--- src/hdl/abre_pkg.sv ---
// Package for the adaptive binary range encoder: beat types, state codes,
// context store request bundle and the fixed LPS probability tables.
// No dependencies.
`default_nettype none

package abre_pkg;

  localparam int NUM_CONTEXTS = 128;
  localparam int PENDING_MAX  = 48;

  localparam int CTX_AW      = (NUM_CONTEXTS > 1) ? $clog2(NUM_CONTEXTS) : 1;
  localparam int CTX_W       = 7;
  localparam int PEND_W      = 6;
  localparam int FLUSH_BYTES = 5;
  localparam int CNT_W       = 3;

  localparam logic [31:0] RANGE_INIT    = 32'hFFFF_FFFF;
  localparam logic [7:0]  BYTE_ALL_ONES = 8'hFF;
  localparam logic [5:0]  STATE_TOP     = 6'd63;
  localparam logic        KIND_FLUSH    = 1'b1;

  typedef struct packed {
    logic       kind;
    logic [6:0] context_index;
    logic       bin_value;
  } abre_in_t;

  typedef struct packed {
    logic [7:0] out_byte;
    logic       last;
    logic       pending_overflow;
  } abre_out_t;

  typedef enum logic [1:0] {
    ALU_MUL,
    ALU_SUB,
    ALU_ADD
  } alu_op_t;

  typedef enum logic [3:0] {
    ST_IDLE,
    ST_CTX,
    ST_SUB,
    ST_ADD,
    ST_CARRY,
    ST_ZEROS,
    ST_SHIFT,
    ST_REL,
    ST_FL_HELD,
    ST_FL_LOW
  } abre_state_t;

  typedef struct packed {
    logic              rd_en;
    logic [CTX_AW-1:0] rd_addr;
    logic              wr_en;
    logic [CTX_AW-1:0] wr_addr;
    logic [CTX_W-1:0]  wr_data;
  } ctx_req_t;

  localparam logic [7:0] LPS_WEIGHT [64] = '{
    8'd128, 8'd124, 8'd120, 8'd116, 8'd111, 8'd106, 8'd101, 8'd96,
    8'd91,  8'd86,  8'd81,  8'd76,  8'd71,  8'd66,  8'd62,  8'd58,
    8'd54,  8'd50,  8'd46,  8'd43,  8'd39,  8'd36,  8'd33,  8'd30,
    8'd27,  8'd24,  8'd22,  8'd20,  8'd18,  8'd16,  8'd14,  8'd12,
    8'd10,  8'd9,   8'd8,   8'd7,   8'd6,   8'd5,   8'd4,   8'd4,
    8'd3,   8'd3,   8'd2,   8'd2,   8'd2,   8'd1,   8'd1,   8'd1,
    8'd1,   8'd1,   8'd1,   8'd1,   8'd1,   8'd1,   8'd1,   8'd1,
    8'd1,   8'd1,   8'd1,   8'd1,   8'd1,   8'd1,   8'd1,   8'd1
  };

  localparam logic [5:0] LPS_NEXT [64] = '{
    6'd0,  6'd0,  6'd1,  6'd2,  6'd2,  6'd4,  6'd4,  6'd5,
    6'd6,  6'd7,  6'd8,  6'd9,  6'd9,  6'd11, 6'd11, 6'd12,
    6'd13, 6'd14, 6'd15, 6'd16, 6'd16, 6'd18, 6'd18, 6'd19,
    6'd19, 6'd21, 6'd21, 6'd22, 6'd22, 6'd23, 6'd23, 6'd24,
    6'd24, 6'd25, 6'd26, 6'd26, 6'd27, 6'd27, 6'd28, 6'd28,
    6'd29, 6'd29, 6'd30, 6'd30, 6'd30, 6'd31, 6'd32, 6'd32,
    6'd33, 6'd33, 6'd33, 6'd34, 6'd34, 6'd35, 6'd35, 6'd35,
    6'd36, 6'd36, 6'd36, 6'd37, 6'd37, 6'd37, 6'd38, 6'd38
  };

endpackage

`default_nettype wire

--- src/hdl/abre_alu.sv ---
// Shared arithmetic unit of the encoder: LPS sub-range multiply,
// range subtract and low add with carry out. Depends on abre_pkg.
`default_nettype none

module abre_alu import abre_pkg::*; (
  input  alu_op_t     op,
  input  logic [31:0] a,
  input  logic [31:0] b,
  output logic [32:0] res
);

  logic [31:0] prod;

  // 24 x 8 product: upper range bits times LPS weight
  assign prod = 32'(a[31:8] * b[7:0]);

  always_comb begin
    unique case (op)
      ALU_MUL: res = {1'b0, prod};
      ALU_SUB: res = {1'b0, a} - {1'b0, b};
      ALU_ADD: res = {1'b0, a} + {1'b0, b};
      default: res = '0;
    endcase
  end

endmodule

`default_nettype wire

--- src/hdl/abre_ctx_store.sv ---
// Context store: one memory entry per context with a valid bit each,
// so an entry never written reads as state 0, mps 0. Depends on abre_pkg.
`default_nettype none

module abre_ctx_store import abre_pkg::*; (
  input  logic             clk,
  input  logic             rst_n,
  input  ctx_req_t         req,
  output logic [CTX_W-1:0] rd_data
);

  logic [CTX_W-1:0]        mem [NUM_CONTEXTS];
  logic [NUM_CONTEXTS-1:0] vld_r;
  logic [CTX_W-1:0]        rdata_r;
  logic                    rvld_r;

  always_ff @(posedge clk) begin
    if (!rst_n) begin
      vld_r  <= '0;
      rvld_r <= 1'b0;
    end else begin
      if (req.wr_en) begin
        vld_r[req.wr_addr] <= 1'b1;
      end
      if (req.rd_en) begin
        rvld_r <= vld_r[req.rd_addr];
      end
    end
  end

  always_ff @(posedge clk) begin
    if (req.wr_en) begin
      mem[req.wr_addr] <= req.wr_data;
    end
    if (req.rd_en) begin
      rdata_r <= mem[req.rd_addr];
    end
  end

  assign rd_data = rvld_r ? rdata_r : '0;

endmodule

`default_nettype wire

--- src/hdl/adaptive_binary_range_encoder.sv ---
// Top level of the adaptive binary range encoder: sequencer, coder state
// and output register. Depends on abre_pkg, abre_alu, abre_ctx_store.
//
//   channel | ports                         | beat
//   --------+-------------------------------+-----------------------------
//   input   | in_valid, in_stall, in_data   | abre_in_t: kind, ctx, bin
//   output  | out_valid, out_stall, out_data| abre_out_t: byte, last, ovf
//
// An encode item runs from accept to ready through accept, context read
// with multiply, subtract and renormalize check, plus the LPS add for an
// LPS bin, a step per renormalizing shift and a step per byte emitted. A
// flush is accepted, then releases each held byte and then the 5 low bytes.
// The steps are set by the single shared ALU and the registered read of the context memory.
// Reset (rst_n low, synchronous) clears the coder and all context valid bits.
// A stalled output holds its beat; the sequencer waits only when it has a
// byte to emit and the output register is still full and stalled.
`default_nettype none

module adaptive_binary_range_encoder import abre_pkg::*; (
  input  logic      clk,
  input  logic      rst_n,
  input  logic      in_valid,
  output logic      in_stall,
  input  abre_in_t  in_data,
  output logic      out_valid,
  input  logic      out_stall,
  output abre_out_t out_data
);

  abre_state_t state_r, state_nxt;

  logic [31:0]       low_r, low_nxt;
  logic [31:0]       range_r, range_nxt;
  logic [7:0]        cache_r, cache_nxt;
  logic              cvalid_r, cvalid_nxt;
  logic [PEND_W-1:0] pend_r, pend_nxt;
  logic              ovf_r, ovf_nxt;
  logic [CNT_W-1:0]  cnt_r, cnt_nxt;
  logic [31:0]       rlps_r, rlps_nxt;
  logic [31:0]       diff_r, diff_nxt;
  abre_in_t          item_r, item_nxt;
  logic [CTX_AW-1:0] addr_r, addr_nxt;

  logic              out_valid_r, out_valid_nxt;
  abre_out_t         out_data_r, out_data_nxt;

  // shared unit and context store hookup
  alu_op_t           alu_op;
  logic [31:0]       alu_a, alu_b;
  logic [32:0]       alu_res;
  ctx_req_t          ctx_req;
  logic [CTX_W-1:0]  ctx_rdata;

  logic              emit;
  logic [7:0]        emit_byte;
  logic              emit_last;

  logic [5:0]        ctx_st;
  logic              ctx_mps;
  logic [CTX_AW-1:0] idx_clamp;
  logic [7:0]        top_byte;
  logic              shift_needed;
  logic              fin_shift;
  logic              late_byte;
  logic              slot_free;
  logic              held_rest;
  logic [7:0]        held_byte;

  abre_alu u_alu (
    .op  (alu_op),
    .a   (alu_a),
    .b   (alu_b),
    .res (alu_res)
  );

  abre_ctx_store u_ctx (
    .clk     (clk),
    .rst_n   (rst_n),
    .req     (ctx_req),
    .rd_data (ctx_rdata)
  );

  assign ctx_st   = ctx_rdata[5:0];
  assign ctx_mps  = ctx_rdata[6];
  assign top_byte = low_r[31:24];

  // renormalize while range sits below 2^24
  assign shift_needed = (range_r[31:24] == 8'h00) && (range_r != 32'h0);
  // one more shift brings range back above the floor
  assign fin_shift    = (range_r[23:16] != 8'h00);
  // two or more shifts still to go and the second top byte is not 0xFF: that
  // second shift releases the byte cached by the first
  assign late_byte    = shift_needed && !fin_shift && (low_r[23:16] != BYTE_ALL_ONES);
  assign slot_free    = !out_valid_r || !out_stall;

  // clamp out-of-range contexts to the last one
  always_comb begin
    if (32'(in_data.context_index) >= 32'(NUM_CONTEXTS)) begin
      idx_clamp = CTX_AW'(NUM_CONTEXTS - 1);
    end else begin
      idx_clamp = CTX_AW'(in_data.context_index);
    end
  end

  // next held byte to release: cached byte first, then the 0xFF run
  always_comb begin
    if (cvalid_r) begin
      held_byte = cache_r;
      held_rest = (pend_r != '0);
    end else begin
      held_byte = BYTE_ALL_ONES;
      held_rest = (pend_r != PEND_W'(1));
    end
  end

  always_ff @(posedge clk) begin
    if (!rst_n) begin
      state_r     <= ST_IDLE;
      low_r       <= '0;
      range_r     <= RANGE_INIT;
      cache_r     <= '0;
      cvalid_r    <= 1'b0;
      pend_r      <= '0;
      ovf_r       <= 1'b0;
      cnt_r       <= '0;
      out_valid_r <= 1'b0;
    end else begin
      state_r     <= state_nxt;
      low_r       <= low_nxt;
      range_r     <= range_nxt;
      cache_r     <= cache_nxt;
      cvalid_r    <= cvalid_nxt;
      pend_r      <= pend_nxt;
      ovf_r       <= ovf_nxt;
      cnt_r       <= cnt_nxt;
      out_valid_r <= out_valid_nxt;
    end
  end

  // working payload, no reset needed
  always_ff @(posedge clk) begin
    rlps_r     <= rlps_nxt;
    diff_r     <= diff_nxt;
    item_r     <= item_nxt;
    addr_r     <= addr_nxt;
    out_data_r <= out_data_nxt;
  end

  always_comb begin
    state_nxt  = state_r;
    low_nxt    = low_r;
    range_nxt  = range_r;
    cache_nxt  = cache_r;
    cvalid_nxt = cvalid_r;
    pend_nxt   = pend_r;
    ovf_nxt    = ovf_r;
    cnt_nxt    = cnt_r;
    rlps_nxt   = rlps_r;
    diff_nxt   = diff_r;
    item_nxt   = item_r;
    addr_nxt   = addr_r;
    emit       = 1'b0;
    emit_byte  = '0;
    emit_last  = 1'b0;
    alu_op     = ALU_MUL;
    alu_a      = range_r;
    alu_b      = {24'h0, LPS_WEIGHT[ctx_st]};
    ctx_req    = '0;

    unique case (state_r)
      ST_IDLE: begin
        if (in_valid) begin
          item_nxt = in_data;
          addr_nxt = idx_clamp;
          cnt_nxt  = CNT_W'(FLUSH_BYTES);
          if (in_data.kind == KIND_FLUSH) begin
            state_nxt = (cvalid_r || pend_r != '0) ? ST_FL_HELD : ST_FL_LOW;
          end else begin
            ctx_req.rd_en   = 1'b1;
            ctx_req.rd_addr = idx_clamp;
            state_nxt       = ST_CTX;
          end
        end
      end

      ST_CTX: begin
        // LPS sub-range from the context just read
        alu_op    = ALU_MUL;
        rlps_nxt  = alu_res[31:0];
        state_nxt = ST_SUB;
      end

      ST_SUB: begin
        alu_op          = ALU_SUB;
        alu_a           = range_r;
        alu_b           = rlps_r;
        ctx_req.wr_en   = 1'b1;
        ctx_req.wr_addr = addr_r;
        if (item_r.bin_value == ctx_mps) begin
          range_nxt = alu_res[31:0];
          ctx_req.wr_data = {ctx_mps,
                             (ctx_st == STATE_TOP) ? STATE_TOP : ctx_st + 6'd1};
          state_nxt = ST_SHIFT;
        end else begin
          diff_nxt  = alu_res[31:0];
          range_nxt = rlps_r;
          ctx_req.wr_data = {(ctx_st == 6'd0) ? ~ctx_mps : ctx_mps,
                             LPS_NEXT[ctx_st]};
          state_nxt = ST_ADD;
        end
      end

      ST_ADD: begin
        alu_op  = ALU_ADD;
        alu_a   = low_r;
        alu_b   = diff_r;
        low_nxt = alu_res[31:0];
        if (alu_res[32] && cvalid_r) begin
          state_nxt = ST_CARRY;
        end else begin
          if (alu_res[32]) begin
            // carry with no cached byte: drop the pending run
            pend_nxt = '0;
          end
          state_nxt = ST_SHIFT;
        end
      end

      ST_CARRY: begin
        if (slot_free) begin
          emit       = 1'b1;
          emit_byte  = 8'(cache_r + 8'd1);
          emit_last  = (pend_r == '0) && !late_byte;
          cvalid_nxt = 1'b0;
          state_nxt  = (pend_r == '0) ? ST_SHIFT : ST_ZEROS;
        end
      end

      ST_ZEROS: begin
        if (slot_free) begin
          emit      = 1'b1;
          emit_byte = 8'h00;
          emit_last = (pend_r == PEND_W'(1)) && !late_byte;
          pend_nxt  = pend_r - PEND_W'(1);
          if (pend_r == PEND_W'(1)) begin
            state_nxt = ST_SHIFT;
          end
        end
      end

      ST_SHIFT: begin
        if (!shift_needed) begin
          state_nxt = ST_IDLE;
        end else if (top_byte == BYTE_ALL_ONES) begin
          // 0xFF may still take a carry: add it to the run, or flag overflow when the run is full
          if (pend_r < PEND_W'(PENDING_MAX)) begin
            pend_nxt = pend_r + PEND_W'(1);
          end else begin
            ovf_nxt = 1'b1;
          end
          low_nxt   = {low_r[23:0], 8'h00};
          range_nxt = {range_r[23:0], 8'h00};
        end else if (cvalid_r || pend_r != '0) begin
          state_nxt = ST_REL;
        end else begin
          cache_nxt  = top_byte;
          cvalid_nxt = 1'b1;
          low_nxt    = {low_r[23:0], 8'h00};
          range_nxt  = {range_r[23:0], 8'h00};
        end
      end

      ST_REL: begin
        if (slot_free) begin
          emit      = 1'b1;
          emit_byte = held_byte;
          emit_last = !held_rest && !late_byte;
          if (cvalid_r) begin
            cvalid_nxt = 1'b0;
          end else begin
            pend_nxt = pend_r - PEND_W'(1);
          end
          if (!held_rest) begin
            // all held bytes out: cache the new top byte and shift
            cache_nxt  = top_byte;
            cvalid_nxt = 1'b1;
            low_nxt    = {low_r[23:0], 8'h00};
            range_nxt  = {range_r[23:0], 8'h00};
            state_nxt  = ST_SHIFT;
          end
        end
      end

      ST_FL_HELD: begin
        if (slot_free) begin
          emit      = 1'b1;
          emit_byte = held_byte;
          if (cvalid_r) begin
            cvalid_nxt = 1'b0;
          end else begin
            pend_nxt = pend_r - PEND_W'(1);
          end
          if (!held_rest) begin
            state_nxt = ST_FL_LOW;
          end
        end
      end

      ST_FL_LOW: begin
        if (slot_free) begin
          emit      = 1'b1;
          emit_byte = top_byte;
          emit_last = (cnt_r == CNT_W'(1));
          low_nxt   = {low_r[23:0], 8'h00};
          cnt_nxt   = cnt_r - CNT_W'(1);
          if (cnt_r == CNT_W'(1)) begin
            // restart the coder, keep contexts and the overflow flag
            low_nxt    = '0;
            range_nxt  = RANGE_INIT;
            cache_nxt  = '0;
            cvalid_nxt = 1'b0;
            pend_nxt   = '0;
            state_nxt  = ST_IDLE;
          end
        end
      end

      default: begin
        state_nxt = ST_IDLE;
      end
    endcase
  end

  // output register: load on emit, drop once taken
  always_comb begin
    out_data_nxt = out_data_r;
    if (emit) begin
      out_valid_nxt                 = 1'b1;
      out_data_nxt.out_byte         = emit_byte;
      out_data_nxt.last             = emit_last;
      out_data_nxt.pending_overflow = ovf_r;
    end else if (out_stall) begin
      out_valid_nxt = out_valid_r;
    end else begin
      out_valid_nxt = 1'b0;
    end
  end

  assign in_stall  = (state_r != ST_IDLE);
  assign out_valid = out_valid_r;
  assign out_data  = out_data_r;

`ifndef SYNTHESIS
  a_range_norm: assert property (@(posedge clk) disable iff (!rst_n)
    state_r == ST_IDLE |-> range_r[31:24] != 8'h00)
    else $error("range below floor while idle");

  a_pend_bound: assert property (@(posedge clk) disable iff (!rst_n)
    pend_r <= PEND_W'(PENDING_MAX))
    else $error("pending run above bound");

  a_ovf_sticky: assert property (@(posedge clk) disable iff (!rst_n)
    ovf_r |=> ovf_r)
    else $error("overflow flag cleared");

  a_accept_busy: assert property (@(posedge clk) disable iff (!rst_n)
    (in_valid && !in_stall) |=> state_r != ST_IDLE)
    else $error("accepted beat did not start work");

  a_flush_cnt: assert property (@(posedge clk) disable iff (!rst_n)
    state_r == ST_FL_LOW |-> cnt_r != '0)
    else $error("flush byte count exhausted");
`endif

endmodule

`default_nettype wire
--- config.mk ---
export PLATFORM = sky130hd
export DESIGN_NAME = adaptive_binary_range_encoder
export DESIGN_NICKNAME = d
export VERILOG_FILES = /design/src/hdl/abre_pkg.sv /design/src/hdl/abre_alu.sv /design/src/hdl/abre_ctx_store.sv /design/src/hdl/adaptive_binary_range_encoder.sv
export SDC_FILE = /design/constraint.sdc
export NUM_CORES = 2
export LEC_CHECK = 0
export ABC_CLOCK_PERIOD_IN_PS = 26200
export BUFFER_PORTS_ARGS = -buffer_cell sky130_fd_sc_hd__buf_2
export CORE_ASPECT_RATIO = 1.75
export CORE_UTILIZATION = 45
export CTS_BUF_LIST = sky130_fd_sc_hd__clkbuf_16
export CTS_CLUSTER_DIAMETER = 150
export DETAILED_ROUTE_END_ITERATION = 16
export PLACE_DENSITY_LB_ADDON = 0.2
export REMOVE_ABC_BUFFERS = 1
export SLEW_MARGIN = 20
export SYNTH_ARGS = -nofsm -noshare
export SYNTH_HDL_FRONTEND = slang
export SYNTH_SLANG_ARGS = --single-unit
--- constraint.sdc ---
create_clock -name clk -period 26.2 [get_ports clk]
set_input_delay 5.24 -clock clk [delete_from_list [all_inputs] [get_ports clk]]
set_output_delay 5.24 -clock clk [all_outputs]
set_load 0.05 [all_outputs]
==> results.txt <==
----------------------------------------------------
[Status]
  Result of the run ... finished, final reports clean

[Layout]
  Number of inserted filler cells in the final layout ... 11,800
  Area Growth Syn to Fin ... 8.67%
  Utilization after layout ... 0.494
  Net count of the finished layout ... ~5,600
  Share of post-route cells with drive strength above 1 ... 0.0732

[Global route]
  Maximum number of pins on one net before global-route repair ... roughly 150
  Remaining Overflow, GRT ... 0
  Number of global-route vias before repair ... ~43,000
  Wire length of the first global-routing pass ... 274,000 um
  Global-route usage over all layers ... 0.271
  Number of antenna violations at the first check in global routing ... 8

[Worst setup path]
  Crit path DAT ... a little under 10,000 ps
  Maximum fanout count along the critical path ... 54
  Crit path launch type ... input port
  Setup CP Type ... in -> reg
  Nature of the critical path endpoint ... register
  Required time of the worst setup path ... between 20,000 and 30,000 ps

[Placement]
  Detailed placement HPWL ... 126,000 um
  Gp weighted congestion ... 0.975
  Count of buffers from port buffering ... 24

[Yosys]
  Dominant register cell in the synthesized netlist ... sky130_fd_sc_hd__edfxtp_1
  Count of warnings emitted by yosys ... 0
  Average footprint of a synthesized cell ... 11.0 um2
  Register area share after synthesis ... 0.568
  Leading post-synthesis cells by instance count ... sky130_fd_sc_hd__edfxtp_1 (985), sky130_fd_sc_hd__nor2_1 (777), sky130_fd_sc_hd__nand2_1 (725)
  Netlist area before placement ... 0.0597 mm2
  Flip-flop and latch count after synthesis ... 1,202
  Top cells by area in the synthesized netlist ... sky130_fd_sc_hd__edfxtp_1 (50%), sky130_fd_sc_hd__dfxtp_1 (7.3%), sky130_fd_sc_hd__nor2_1 (4.9%)
  Share of async-settable or async-resettable flops after synthesis ... 0
  Most numerous cell in the Yosys netlist ... sky130_fd_sc_hd__edfxtp_1
  Biggest area consumer among synthesized cells ... sky130_fd_sc_hd__edfxtp_1
  Count of flip-flops with a built-in enable after synthesis ... 985
  Mapped Cells ... ~5,400
  Number of distinct library cell variants in the gate-level netlist after synthesis ... 93
  Synth top area share ... 0.495

[CTS]
  Clock sink count ... 1,202
  Post-cts sizing count ... 0
  Later-pin clock latency in the skew report ... 740 ps
  # Post-CTS Setup Buffers ... 0
  Hold-fix buffer count after cts ... 0
  Clock tree from TritonCTS ... built
  Number of CTS-inserted buffers ... 99
  Number of H-tree branching levels ... 3
  Clock transition at the registers of the reported paths ... 70 ps
  Cell at the root of the clock tree ... sky130_fd_sc_hd__clkbuf_16
  Largest buffer count on any clock path ... 3

[Die]
  Width of the die ... 277 um
  Area of the die ... 0.134 mm2
  Placement row count ... ~180
  IO Pins ... 25
  Height of the die ... 484 um
  Initial standard-cell utilization of the core ... 0.454
  Core outline area ... ~0.13 mm2

[Detailed routing]
  DR pass1 iterations ... 6
  Routed wirelength normalized by instance count ... about 26 um
  DRT antenna net count ... 0
  Final routed wirelength across all metal layers ... 184,000 um
  Avg Vias per Cell ... 6.06
  DRC viols ... 0
  Initial detailed-routing violation count ... 3,487
  Vias ... 43,000

[Timing]
  Setup repair after global routing missed its margin ... no
  Worst-case clock skew ... 28.7 ps
  Period utilization ... 0.358
  Setup violations, final ... 0
  Headroom to the max-slew limit ... 0.179
  Total count of hold-check failures in the final report ... 0
  Shortest period the worst path allows ... 9370 ps
  Slew at the pin closest to its max-slew limit ... 1230 ps
  Hold_ws ... approximately 460 ps
  Pins Over Slew Limit ... 0
  Maximum clock rate ... 107 MHz

[Worst hold path]
  Class of the worst hold path ... reg -> reg

[Run]
  Number of max-cap violations ... 0

----------------------------------------------------
-- worst paths after layout --
check | start | cells past startpoint | end | slack [ps]
max | in_data[3] | 12 | u_ctx.rdata_r[1]$_DFFE_PP_ | 16830
min | ovf_r$_SDFFE_PN0P_ | 0 | out_data[0]$_DFFE_PP_ | 460
max reg2reg | state_r[3]$_SDFFE_PN0P_ | 24 | range_r[25]$_SDFFE_PN1P_ | 16900
min reg2reg | ovf_r$_SDFFE_PN0P_ | 0 | out_data[0]$_DFFE_PP_ | 460
-- logic make-up (layout without fill, tap and decap cells) --
logic type / count (synthesis) / after routing / synth area share
AO/OA/AOI/OAI: 952 / 952 / 0.113
other: 0 / 1 / 0
adder cells (fa/ha/maj): 242 / 242 / 0.0674
multiplexers: 310 / 310 / 0.0541
flip-flops: 1202 / 1202 / 0.568
buffers and inverters: 558 / 553 / 0.0371
XOR/XNOR: 61 / 61 / 0.00895
AND/OR/NAND/NOR: 2087 / 2087 / 0.152
-- through the flow --
stage               worst slack, ps  instances  area, um2  setup TNS, ps
finish                        16830       7099      64900              0
global route                  16590       7099      64900              0
CTS                           16980       7097      64900              0
detailed placement            16190       6909      61800              0
global placement              15710       6905      61700              0
floorplan                    -16760       5074      58300        -118080
-- area by class of cell --
type	instances	area, um2	share of cell area
Tap cell	1691	2120	0.0326
Clock inverter	86	558	0.00860
Sequential cell	1202	33900	0.523
Antenna cell	1	2.50	0.0000386
Inverter	220	833	0.0128
Timing Repair Buffer	145	1090	0.0168
Multi-Input combinational cell	3652	23800	0.367
Clock buffer	102	2550	0.0393
-- sequential cells by signal (all words and copies together), names as in the netlist, 3 cells and up --
name and flops:
state_r 4, range_r 32, pend_r 6, diff_r 32, out_data 10, u_ctx.mem 896
cache_r 8, cnt_r 3, addr_r 7, rlps_r 32, u_ctx.vld_r 128, low_r 32
u_ctx.rdata_r 7
-- placed cells by master, fill, tap and decap left out, drive strengths merged, types with 11 or more instances in the layout --
cell type,count
edfxtp,985
nor2,779
nand2,725
mux2i,282
inv,253
nand3,235
dfxtp,217
a21oi,178
buf,145
fa,133
o21ai,121
ha,109
a31oi,102
clkbuf,102
nor3,94
a221oi,90
and3,62
a311oi,51
o22ai,48
a221o,46
a21o,41
clkinv,40
xnor2,37
a211oi,36
or3,31
o211ai,26
nor4,26
and2,25
o21a,24
a22oi,24
o31ai,24
xor2,24
o221ai,23
mux2,20
nand3b,17
nand4,17
nand2b,16
nor2b,16
a2111oi,11
-- per-layer routing --
layer,part of all wire,track usage,vias to the layer above
met3,0.052,0.0369,505
met4,0.070,0.180,8
met5,0.00029,0,-
li1,-,-,19500
met1,0.35,0.288,21500
met2,0.53,0.497,1499
-- worst max-delay path: stages --
cell and delay [ps]:
sky130_fd_sc_hd__buf_6 500, sky130_fd_sc_hd__inv_1 250, sky130_fd_sc_hd__nor4_2 450, sky130_fd_sc_hd__buf_4 690, sky130_fd_sc_hd__buf_4 730, sky130_fd_sc_hd__mux2i_1 260
sky130_fd_sc_hd__a221oi_1 90, sky130_fd_sc_hd__nor3_1 440, sky130_fd_sc_hd__nor2_1 160, sky130_fd_sc_hd__or4_1 630, sky130_fd_sc_hd__o31ai_1 150, sky130_fd_sc_hd__nor3_1 80
Power is not shown: default switching activity piles up to over one toggle a cycle in this logic, so the estimate is an artifact.
